[src/mlci_pkg.sv]
// Package: shared types and constants of the shaded line rasterizer.
`default_nettype none
package mlci_pkg;
    localparam int IMAGE_SIZE_DEF      = 64;
    localparam int COLOR_FRAC_BITS_DEF = 16;
    localparam int COORD_W             = 6;
    localparam int LEN_W               = 7;
    localparam int DEC_W               = 9;

    typedef enum logic [1:0] {
        ST_IDLE,
        ST_DIV,
        ST_EMIT
    } state_t;

    // Controller to datapath.
    typedef struct packed {
        logic load;
        logic div_step;
        logic advance;
    } cmd_t;

    // Datapath to controller.
    typedef struct packed {
        logic zero_len;
        logic div_done;
        logic last_pix;
    } status_t;
endpackage
`default_nettype wire

[src/mlci_ctrl.sv]
// Controller: sequences setup, color-step division and pixel emission.
`default_nettype none
module mlci_ctrl (
    input  wire logic             clk,
    input  wire logic             rst_n,
    input  wire logic             in_fire,
    input  wire logic             out_fire,
    input  wire mlci_pkg::status_t sts,
    output mlci_pkg::cmd_t        cmd,
    output logic                  in_ready,
    output logic                  out_valid
);
    import mlci_pkg::*;

    state_t state_reg, state_next;

    always_ff @(posedge clk or negedge rst_n)
    begin
        if (!rst_n)
            state_reg <= ST_IDLE;
        else
            state_reg <= state_next;
    end

    always_comb
    begin
        state_next   = state_reg;
        cmd          = '0;
        in_ready     = 1'b0;
        out_valid    = 1'b0;
        case (state_reg)
            ST_IDLE:
            begin
                in_ready = 1'b1;
                if (in_fire)
                begin
                    cmd.load = 1'b1;
                    state_next = ST_DIV;
                end
            end
            ST_DIV:
            begin
                if (sts.zero_len)
                    state_next = ST_IDLE;
                else if (sts.div_done)
                    state_next = ST_EMIT;
                else
                    cmd.div_step = 1'b1;
            end
            ST_EMIT:
            begin
                out_valid = 1'b1;
                if (out_fire)
                begin
                    cmd.advance = 1'b1;
                    if (sts.last_pix)
                        state_next = ST_IDLE;
                end
            end
            default: state_next = ST_IDLE;
        endcase
    end

    assert property (@(posedge clk) disable iff (!rst_n)
        (state_reg == ST_IDLE && in_fire) |=> state_reg == ST_DIV)
        else $error("setup did not follow an accepted segment");
    assert property (@(posedge clk) disable iff (!rst_n)
        (out_fire && sts.last_pix) |=> in_ready)
        else $error("block not idle after the final pixel");
    assert property (@(posedge clk) disable iff (!rst_n)
        !(in_ready && out_valid))
        else $error("input and output sides busy at once");
endmodule
`default_nettype wire

[src/mlci_dp.sv]
// Datapath: midpoint stepping, restoring color-step divider and accumulators.
`default_nettype none
module mlci_dp #(
    parameter int IMAGE_SIZE      = mlci_pkg::IMAGE_SIZE_DEF,
    parameter int COLOR_FRAC_BITS = mlci_pkg::COLOR_FRAC_BITS_DEF
) (
    input  wire logic                           clk,
    input  wire logic                           rst_n,
    input  wire mlci_pkg::cmd_t                 cmd,
    input  wire logic [mlci_pkg::COORD_W-1:0]   x_start,
    input  wire logic [mlci_pkg::COORD_W-1:0]   y_start,
    input  wire logic [mlci_pkg::COORD_W-1:0]   x_end,
    input  wire logic [mlci_pkg::COORD_W-1:0]   y_end,
    input  wire logic [7:0]                     start_red,
    input  wire logic [7:0]                     start_green,
    input  wire logic [7:0]                     start_blue,
    input  wire logic [7:0]                     end_red,
    input  wire logic [7:0]                     end_green,
    input  wire logic [7:0]                     end_blue,
    output mlci_pkg::status_t                   sts,
    output logic [mlci_pkg::COORD_W-1:0]        pixel_x,
    output logic [mlci_pkg::COORD_W-1:0]        pixel_y,
    output logic [7:0]                          red,
    output logic [7:0]                          green,
    output logic [7:0]                          blue,
    output logic                                last
);
    import mlci_pkg::*;

    localparam int QW   = 8 + COLOR_FRAC_BITS;     // quotient width
    localparam int ACCW = QW + 2;                  // signed accumulator
    localparam int CW   = $clog2(QW + 1);
    localparam logic [COORD_W-1:0] MAXC = COORD_W'(IMAGE_SIZE - 1);

    function automatic logic [COORD_W-1:0] sat(input logic [COORD_W-1:0] v);
        return (v > MAXC) ? MAXC : v;
    endfunction

    function automatic logic [7:0] cout(input logic signed [ACCW-1:0] a);
        logic signed [ACCW-1:0] r;
        r = (a + (ACCW'(1) <<< (COLOR_FRAC_BITS - 1))) >>> COLOR_FRAC_BITS;
        if (a < 0)
            return 8'd0;
        else if (r > 255)
            return 8'd255;
        else
            return r[7:0];
    endfunction

    logic [COORD_W-1:0]       x1, y1, x2, y2;
    logic [COORD_W-1:0]       adx, ady;
    logic                     ymaj_c;

    logic [COORD_W-1:0]       major_reg, minor_reg;
    logic signed [DEC_W-1:0]  dec_reg;
    logic [LEN_W-1:0]         steps_reg;
    logic [3:0]               mode_reg;
    logic [COORD_W-1:0]       len_reg, mnr_reg;
    logic [2:0][7:0]          diff_reg;
    logic [2:0]               neg_reg;
    logic [2:0][ACCW-1:0]     acc_reg;
    logic [2:0][QW-1:0]       quo_reg;
    logic [2:0][COORD_W:0]    rem_reg;
    logic [CW-1:0]            cnt_reg;
    logic                     zero_reg;

    logic [2:0][7:0]          c0, c1;
    logic                     mv;

    assign x1 = sat(x_start);
    assign y1 = sat(y_start);
    assign x2 = sat(x_end);
    assign y2 = sat(y_end);
    assign adx = (x2 >= x1) ? x2 - x1 : x1 - x2;
    assign ady = (y2 >= y1) ? y2 - y1 : y1 - y2;
    assign ymaj_c = ady > adx;
    assign c0 = {start_blue, start_green, start_red};
    assign c1 = {end_blue, end_green, end_red};

    assign mv = mode_reg[3] ? (dec_reg >= 0) : (dec_reg > 0);

    always_ff @(posedge clk or negedge rst_n)
    begin
        if (!rst_n)
        begin
            major_reg <= '0;
            minor_reg <= '0;
            dec_reg   <= '0;
            steps_reg <= '0;
            mode_reg  <= '0;
            acc_reg   <= '0;
            cnt_reg   <= '0;
            zero_reg  <= 1'b0;
        end
        else if (cmd.load)
        begin
            zero_reg  <= (adx == '0) && (ady == '0);
            len_reg   <= ymaj_c ? ady : adx;
            mnr_reg   <= ymaj_c ? adx : ady;
            major_reg <= ymaj_c ? y1 : x1;
            minor_reg <= ymaj_c ? x1 : y1;
            dec_reg   <= DEC_W'({1'b0, (ymaj_c ? adx : ady), 1'b0})
                       - DEC_W'(ymaj_c ? ady : adx);
            steps_reg <= LEN_W'(ymaj_c ? ady : adx) + LEN_W'(1);
            mode_reg  <= {(adx != '0) && (ady != '0) &&
                              (ymaj_c == ((x2 > x1) == (y2 > y1))),
                          ymaj_c ? (x2 < x1) : (y2 < y1),
                          ymaj_c ? (y2 < y1) : (x2 < x1),
                          ymaj_c};
            for (int i = 0; i < 3; i++)
            begin
                diff_reg[i] <= (c1[i] >= c0[i]) ? c1[i] - c0[i] : c0[i] - c1[i];
                neg_reg[i]  <= c1[i] < c0[i];
                acc_reg[i]  <= ACCW'(c0[i]) << COLOR_FRAC_BITS;
                rem_reg[i]  <= '0;
            end
            cnt_reg <= '0;
        end
        else if (cmd.div_step)
        begin
            // One quotient bit per cycle, MSB first, of diff * 2^F / len.
            for (int i = 0; i < 3; i++)
            begin
                logic [COORD_W+1:0] t;
                logic [QW-1:0]      num;
                num = {diff_reg[i], COLOR_FRAC_BITS'(0)};
                t = {rem_reg[i], num[QW - 1 - 32'(cnt_reg)]};
                if (t >= {2'b00, len_reg})
                begin
                    rem_reg[i] <= (COORD_W+1)'(t - {2'b00, len_reg});
                    quo_reg[i] <= {quo_reg[i][QW-2:0], 1'b1};
                end
                else
                begin
                    rem_reg[i] <= (COORD_W+1)'(t);
                    quo_reg[i] <= {quo_reg[i][QW-2:0], 1'b0};
                end
            end
            cnt_reg <= cnt_reg + CW'(1);
        end
        else if (cmd.advance)
        begin
            steps_reg <= steps_reg - LEN_W'(1);
            if (steps_reg != LEN_W'(1))
            begin
                if (mv)
                begin
                    minor_reg <= mode_reg[2] ? minor_reg - 1'b1 : minor_reg + 1'b1;
                    dec_reg   <= dec_reg + DEC_W'({1'b0, mnr_reg, 1'b0})
                               - DEC_W'({1'b0, len_reg, 1'b0});
                end
                else
                    dec_reg <= dec_reg + DEC_W'({1'b0, mnr_reg, 1'b0});
                major_reg <= mode_reg[1] ? major_reg - 1'b1 : major_reg + 1'b1;
                for (int i = 0; i < 3; i++)
                    acc_reg[i] <= neg_reg[i] ? acc_reg[i] - ACCW'(quo_reg[i])
                                             : acc_reg[i] + ACCW'(quo_reg[i]);
            end
        end
    end

    assign sts.zero_len = zero_reg;
    assign sts.div_done = cnt_reg == CW'(QW);
    assign sts.last_pix = steps_reg == LEN_W'(1);

    assign pixel_x = mode_reg[0] ? minor_reg : major_reg;
    assign pixel_y = mode_reg[0] ? major_reg : minor_reg;
    assign red     = cout(acc_reg[0]);
    assign green   = cout(acc_reg[1]);
    assign blue    = cout(acc_reg[2]);
    assign last    = sts.last_pix;

    assert property (@(posedge clk) disable iff (!rst_n)
        cmd.advance |-> steps_reg != '0)
        else $error("pixel emitted with no steps left");
    assert property (@(posedge clk) disable iff (!rst_n)
        cmd.div_step |-> cnt_reg < CW'(QW))
        else $error("divider stepped past its width");
    assert property (@(posedge clk) disable iff (!rst_n)
        cmd.advance |=> $stable(len_reg))
        else $error("major length changed during emission");
endmodule
`default_nettype wire

[src/midpoint_line_color_interp_core.sv]
// Top level: shaded midpoint line rasterizer.
//
//  channel | dir | tdata fields (low bit first)
//  s_axis  | in  | x_start y_start x_end y_end start_rgb end_rgb (72 bits)
//  m_axis  | out | pixel_x pixel_y red green blue (36 bits in 40), tlast=last
//
// A segment is loaded, passes through the bit-serial color-step divider, then
// emits one pixel per cycle while m_axis_tready is high (up to 64 pixels).
// A zero-length segment returns to idle from the divider state with no output.
// rst_n clears all control state asynchronously.
// m_axis_tready low holds the current pixel; one segment is handled at a time.
`default_nettype none
module midpoint_line_color_interp_core #(
    parameter int IMAGE_SIZE      = mlci_pkg::IMAGE_SIZE_DEF,
    parameter int COLOR_FRAC_BITS = mlci_pkg::COLOR_FRAC_BITS_DEF
) (
    input  wire logic        clk,
    input  wire logic        rst_n,
    input  wire logic        s_axis_tvalid,
    output logic             s_axis_tready,
    // x_start[5:0] y_start[11:6] x_end[17:12] y_end[23:18] start r,g,b end r,g,b
    input  wire logic [71:0] s_axis_tdata,
    output logic             m_axis_tvalid,
    input  wire logic        m_axis_tready,
    // pixel_x[5:0] pixel_y[11:6] red[19:12] green[27:20] blue[35:28], zero fill
    output logic [39:0]      m_axis_tdata,
    output logic             m_axis_tlast
);
    import mlci_pkg::*;

    cmd_t    cmd;
    status_t sts;
    logic [COORD_W-1:0] px, py;
    logic [7:0] r, g, b;

    mlci_ctrl u_ctrl (
        .clk(clk), .rst_n(rst_n),
        .in_fire(s_axis_tvalid && s_axis_tready),
        .out_fire(m_axis_tvalid && m_axis_tready),
        .sts(sts), .cmd(cmd),
        .in_ready(s_axis_tready), .out_valid(m_axis_tvalid)
    );

    mlci_dp #(.IMAGE_SIZE(IMAGE_SIZE), .COLOR_FRAC_BITS(COLOR_FRAC_BITS)) u_dp (
        .clk(clk), .rst_n(rst_n), .cmd(cmd),
        .x_start(s_axis_tdata[5:0]),   .y_start(s_axis_tdata[11:6]),
        .x_end(s_axis_tdata[17:12]),   .y_end(s_axis_tdata[23:18]),
        .start_red(s_axis_tdata[31:24]), .start_green(s_axis_tdata[39:32]),
        .start_blue(s_axis_tdata[47:40]), .end_red(s_axis_tdata[55:48]),
        .end_green(s_axis_tdata[63:56]), .end_blue(s_axis_tdata[71:64]),
        .sts(sts), .pixel_x(px), .pixel_y(py),
        .red(r), .green(g), .blue(b), .last(m_axis_tlast)
    );

    assign m_axis_tdata = {4'b0, b, g, r, py, px};
endmodule
`default_nettype wire

[config.mk]
export PLATFORM = sky130hd
export DESIGN_NAME = midpoint_line_color_interp_core
export DESIGN_NICKNAME = d
export VERILOG_FILES = /design/src/mlci_pkg.sv /design/src/mlci_ctrl.sv /design/src/mlci_dp.sv /design/src/midpoint_line_color_interp_core.sv
export SDC_FILE = /design/constraint.sdc
export NUM_CORES = 1
export LEC_CHECK = 0
export BUFFER_PORTS_ARGS = -buffer_cell sky130_fd_sc_hd__buf_2
export CAP_MARGIN = 20
export CORE_MARGIN = 3
export CORE_UTILIZATION = 57
export CTS_CLUSTER_DIAMETER = 60
export CTS_CLUSTER_SIZE = 14
export DETAILED_ROUTE_END_ITERATION = 16
export PLACE_DENSITY = 0.75
export SYNTH_ARGS = -nofsm -noshare
export SYNTH_HDL_FRONTEND = slang
export SYNTH_SLANG_ARGS = --single-unit
[constraint.sdc]
create_clock -name clk -period 4.89 [get_ports clk]
set_input_delay 1.2225 -clock clk [delete_from_list [all_inputs] [get_ports clk]]
set_output_delay 1.2225 -clock clk [all_outputs]
set_load 0.01 [all_outputs]
-- Yosys cells after proc, flatten, opt, wreduce, memory -nomap -nowiden
Cells that the tools add are included.
Widths: inputs -> output; s select.
- word-level logic and storage cells: 200
- latch bits: 0
- input bits: 76
- bits in read-only memories: 0
- RAM bits: 0
- bits in registers: 250
- memories kept: 0
- bitwise operators: 1
- $add $sub $neg: 33
- mux-type cells: 82
- shift operators: 0
- multiply operators: 0
- divide/modulo/power cells: 0
- equal/unequal tests: 12
- order comparisons: 29
- reduce and logical (&&, ||, !) cells: 20
- operators by type and width (kind ; number):
    $mux 78 ; 4
    $mux 6 ; 25
    $add 26x17->26 const B ; 3
    $add 26x24->26 ; 3
    $lt 26x1->1 const B ; 3
    $mux 26 ; 3
    $sub 26x24->26 ; 3
    $mux 8 ; 9
    $sub 8x8->8 ; 6
    $mux 9 ; 5
    $mux 7 ; 6
    $lt 32x6->1 const B ; 1
    $gt 10x9->1 const B ; 3
    $ge 8x6->1 ; 3
    $ge 8x8->1 ; 3
    $gt 6x6->1 const B ; 4
    $lt 8x8->1 ; 3
    $sub 6x6->6 ; 4
    $mux 21 ; 1
    $sub 7x6->7 ; 3
    $gt 6x6->1 ; 3
    $mux 1 ; 18
    $bmux 1 s5 ; 3
    $add 6x1->6 const B ; 2
    other kinds (33) ; 56

-- Longest topological paths before layout
- depth after elaboration: 8
- mapped depth: 28

-- Modules after synthesis
Synthesis repeated with hierarchy kept, for this count alone.
- cell total of the unflattened synthesis: 2344
- area total of the unflattened synthesis: 21052.7 sq um
- modules (own cells, without submodules) (module ; instances ; area an instance (sq um) ; cells an instance):
    mlci_dp ; 1 ; 20881.3 ; 2326
    mlci_ctrl ; 1 ; 125.1 ; 11
    midpoint_line_color_interp_core ; 1 ; 46.3 ; 7

-- Least setup slack after synthesis
Ideal clock, no wire load.
- path type: input to register
- start point: input s_axis_tdata[0]
- end point: register u_dp.dec_reg[6]
- path slack: -1.672 ns
- data arrival time: 6.420 ns
- library setup time: 0.142 ns
- stages on the path: 28
- required time: 4.748 ns
- cells stage by stage: clkbuf_1 > ha_1 > fa_1 > and3b_1 > nor4b_2 > o21a_1 > buf_2 > mux2i_1 > o211ai_1 > a31oi_1 > xnor2_1 > inv_1 > ha_1 > nand4_1 > nor2_1 > o32a_1 > clkbuf_1 > clkbuf_1 > nor2_1 > a21oi_1 > inv_1 > ha_1 > a311o_1 > maj3_2 > maj3_2 > a21oi_1 > o21ba_2 > o221ai_1
- longest elaborated chain between the ends: 8
- ends and longest elaborated chain (what ; line ; RTL):
    start: declaration ; midpoint_line_color_interp_core.sv:22 ; input wire logic [71:0] s_axis_tdata,
    $gt 6x6->1 ; mlci_dp.sv:36 ; return (v > MAXC) ? MAXC : v;
    $mux 6 (*) ; mlci_dp.sv:36 ;
    $sub 6x6->6 / $ge 6x6->1 (equally long branches) ; mlci_dp.sv:74 ; assign adx = (x2 >= x1) ? x2 - x1 : x1 - x2;
    $mux 6 (*) ; mlci_dp.sv:74 ;
    $gt 6x6->1 ; mlci_dp.sv:76 ; assign ymaj_c = ady > adx;
    $mux 6 (on tied branches) ; mlci_dp.sv:102, mlci_dp.sv:103 ;
    $sub 7x9->9 (*) ; mlci_dp.sv:103 ; - DEC_W'(ymaj_c ? ady : adx);
    $mux 9 (*) ; mlci_dp.sv:95 ; else if (cmd.load)
    end signal: assignment ; mlci_dp.sv:102 ; dec_reg <= DEC_W'({1'b0, (ymaj_c ? adx : ady), 1'b0})
    end signal: assignment ; mlci_dp.sv:149 ; dec_reg <= dec_reg + DEC_W'({1'b0, mnr_reg, 1'b0})
    end signal: assignment ; mlci_dp.sv:153 ; dec_reg <= dec_reg + DEC_W'({1'b0, mnr_reg, 1'b0});
    end: declaration ; mlci_dp.sv:55 ; logic signed [DEC_W-1:0] dec_reg;
Mark *: on every way between the ends. The rest lies on a longest branch, timed or not.
A chain may end at the register's enable or synchronous reset.

-- Final worst setup path
Same ends and word-level chain as after synthesis.

==> reports/metrics.cfg <==
[floorplan]
initial_core_util_pct=58.54
die_w_um=195.7
coreArea_um2=35050
die_h_um=195.7
std_cell_rows=68
die-area_um2=38310
pin_count=119

[critical_path]
slowest_stage=o32a_1
endpoint_kind=flop
required_ns=5.29
worstSetupStartpointType=input pin
path_max_fanout=5
critPathMaxStageDelay_ns=0.36
critPathKind=in -> reg
path_buf_inv=4
arrival_ns=6.15
path_delay_family=adder cells

[power_and_ir_drop]
powerDensity_nw_per_um2=549.5
cellLeakagePower_nw=10.47
vdd_drop_max_mv=0.4635

[status]
status=complete, but fails checks
violations=setup timing

[finish]
largest_reg_flops=78
area_growth_pct=14.69
fin_nets=2760
drive_gt1_share_pct=16.04
fillers=2782
stdcell_count=2943

[job]
max_cap_viol_count=0

[yosys]
yosysSeqAreaShare_pct=33.71
synth_edf_count=132
ys_types=86
yosys.area.top_type=edfxtp_1
synth_cells=2280
syn-cell-area_um2=20520
yosys_warnings=0
synth_flop_cell=edfxtp_1
synth_commonest_cells=o21ai_0 (198), ha_1 (195), a21oi_1 (184)
async_flop_share_pct=47.20
ys_ff_latch=250
synth.most_common_cell=o21ai_0
syn_avg_cell_area_um2=9.000
synthTopCellsByArea=edfxtp_1 (19%), dfrtp_1 (14%), ha_1 (12%)
yosysTopAreaCellShare_pct=19.32

[cts]
cts_buffer_depth=3
cts_tree=yes
root_buffer=clkbuf_16
clk_latency_ns=0.55
cts_made_buffers=25
clock-sinks=250
clk_pin_slew_worst_paths_ns=0.06
cts-htree-levels=1

[global_route]
grt_antenna_before_repair=3
overflow=0
gr-usage-all-layers_pct=26.56
grt_pass1_wl_mm=85.70
grt_pass1_vias=17380
grt_max_degree=77

[routing]
dr.max_layer_used=met5
via_count=17480
drtPass1Iterations=5
routedWlPerCell_um=17.43
routed_wl_mm=51.30
drc_errors=0
viasPerCell=5.940
dr_wl_met2_mm=24.52
m1WireLength_mm=23.01
wl_met3_mm=2.696
antenna_left=0
initialDrtViolationCount=970

[placement]
dp_cells=2888
io_buffer_count=114
hpwl_mm=38.56
gp_congestion=0.9511

[min_path]
min_path_type=in -> async

[timing]
fin_ws_ns=-0.8620
max_slew_margin_pct=30.96
hold_viol_final=0
tightest_slew_ns=1.036
rsz0062_at_grt=true
drv_slew=0
whs_ns=0.4709
setup_violations=7
fmax_mhz=173.9
finalCritPeriodShare_pct=117.6
clock_skew_ns=0.02395
fin_crit_ns=5.752

final cells by class:
class	instances	area, µm²	share of cell area [%]
multi-input combinational	1760	12900	54.83
sequential	250	6917	29.39
timing repair buffer	259	1712	7.273
clock buffer	34	669.4	2.844
inverter	173	651.9	2.770
tap	455	569.3	2.419
clock inverter	11	110.1	0.4678
antenna	1	2.502	0.01063
where the power goes:
group / internal (mW) / total (mW) / switching (mW)
Combinational: 3.41 / 7.27 / 3.86
Clock: 1.03 / 1.89 / 0.866
Sequential: 3.02 / 3.77 / 0.748
Total: 7.46 / 12.9 / 5.48
metrics by stage:
stage	setup WS [ns]	setup TNS, ns	util, %	total power [mW]	instance area [µm²]
after floorplan	-1.226	-7.143	-	8.817	20660
after global placement	-1.288	-14.26	64.07	10.50	22460
after detailed placement	-1.421	-17.81	64.07	10.77	22460
after CTS	-0.6566	-2.448	66.79	12.83	23410
after global routing	-0.9994	-5.466	67.13	14.00	23530
final	-0.8620	-3.668	67.14	12.93	23540
kinds of logic after synthesis:
family                   share of synthesized area [%]
AND/OR/NAND/NOR                                  14.84
adder cells (fa/ha/maj)                          14.05
AO/OA/AOI/OAI                                    18.94
flip-flops                                       33.71
buffers and inverters                            5.109
XOR/XNOR                                         9.390
other                                          0.01827
multiplexers                                     3.939
what timing repair did:
action | 4_1_cts | 5_1_grt
hold buffers | 0 | 0
pin swaps | 12 | 3
resized for setup | 30 | 18
setup buffers | 7 | 3
setup endpoints to repair | 10 | 15
routing by layer:
layer	vias to the layer above	GRT usage [%]
li1	8561	-
met1	8394	35.72
met2	438	45.69
met3	85	3.692
met4	4	6.285
met5	-	0
path summary, 6_finish.rpt:
kind / startpoint / endpoint / slack, ns / depth (start not counted)
setup reg to reg: u_dp.quo_reg[50]$_DFFE_PP_ / u_dp.acc_reg[77]$_DFFE_PN0P_ / 0.40 / 17
setup / recovery: s_axis_tdata[0] / u_dp.dec_reg[6]$_DFFE_PN0P_ / -0.86 / 26
min in group clk: u_dp.zero_reg$_DFFE_PN0P_ / u_dp.zero_reg$_DFFE_PN0P_ / 0.48 / 2
max in group asynchronous: rst_n / u_dp.major_reg[2]$_DFFE_PN0P_ / 3.17 / 2
hold / removal: rst_n / u_dp.acc_reg[60]$_DFFE_PN0P_ / 0.47 / 1
hold reg to reg: u_dp.zero_reg$_DFFE_PN0P_ / u_dp.zero_reg$_DFFE_PN0P_ / 0.48 / 2
worst register-to-register path: cells and delay by family, from the launching register on:
| kind | cells | cell delay (ns) |
|---|---|---|
| adders and majority gates | 1 | 0.35 |
| AOI/OAI and AO/OA | 10 | 2.36 |
| xor gates and xnor gates | 1 | 0.14 |
| DFF | 1 | 0.49 |
| and+or+nand+nor | 5 | 1.11 |
layout by cell type (no fill, tap or decap), types with 19 or more instances in the layout:
cell type and n:
a211oi_1 23, a21o_1 56, a21oi_1 180, a22oi_1 19, a31oi_1 22, buf_2 110, buf_4 140, clkbuf_16 25
dfrtp_1 118, edfxtp_1 132, ha_1 186, inv_1 162, mux2_2 29, mux2i_1 31, nand2_1 134, nand2b_1 29
nand3_1 97, nor2_1 138, nor2b_1 48, nor3_1 42, nor4_1 19, o21ai_0 192, xnor2_1 149, xor2_1 66
No activity file was read; power rests on OpenSTA's default activity.
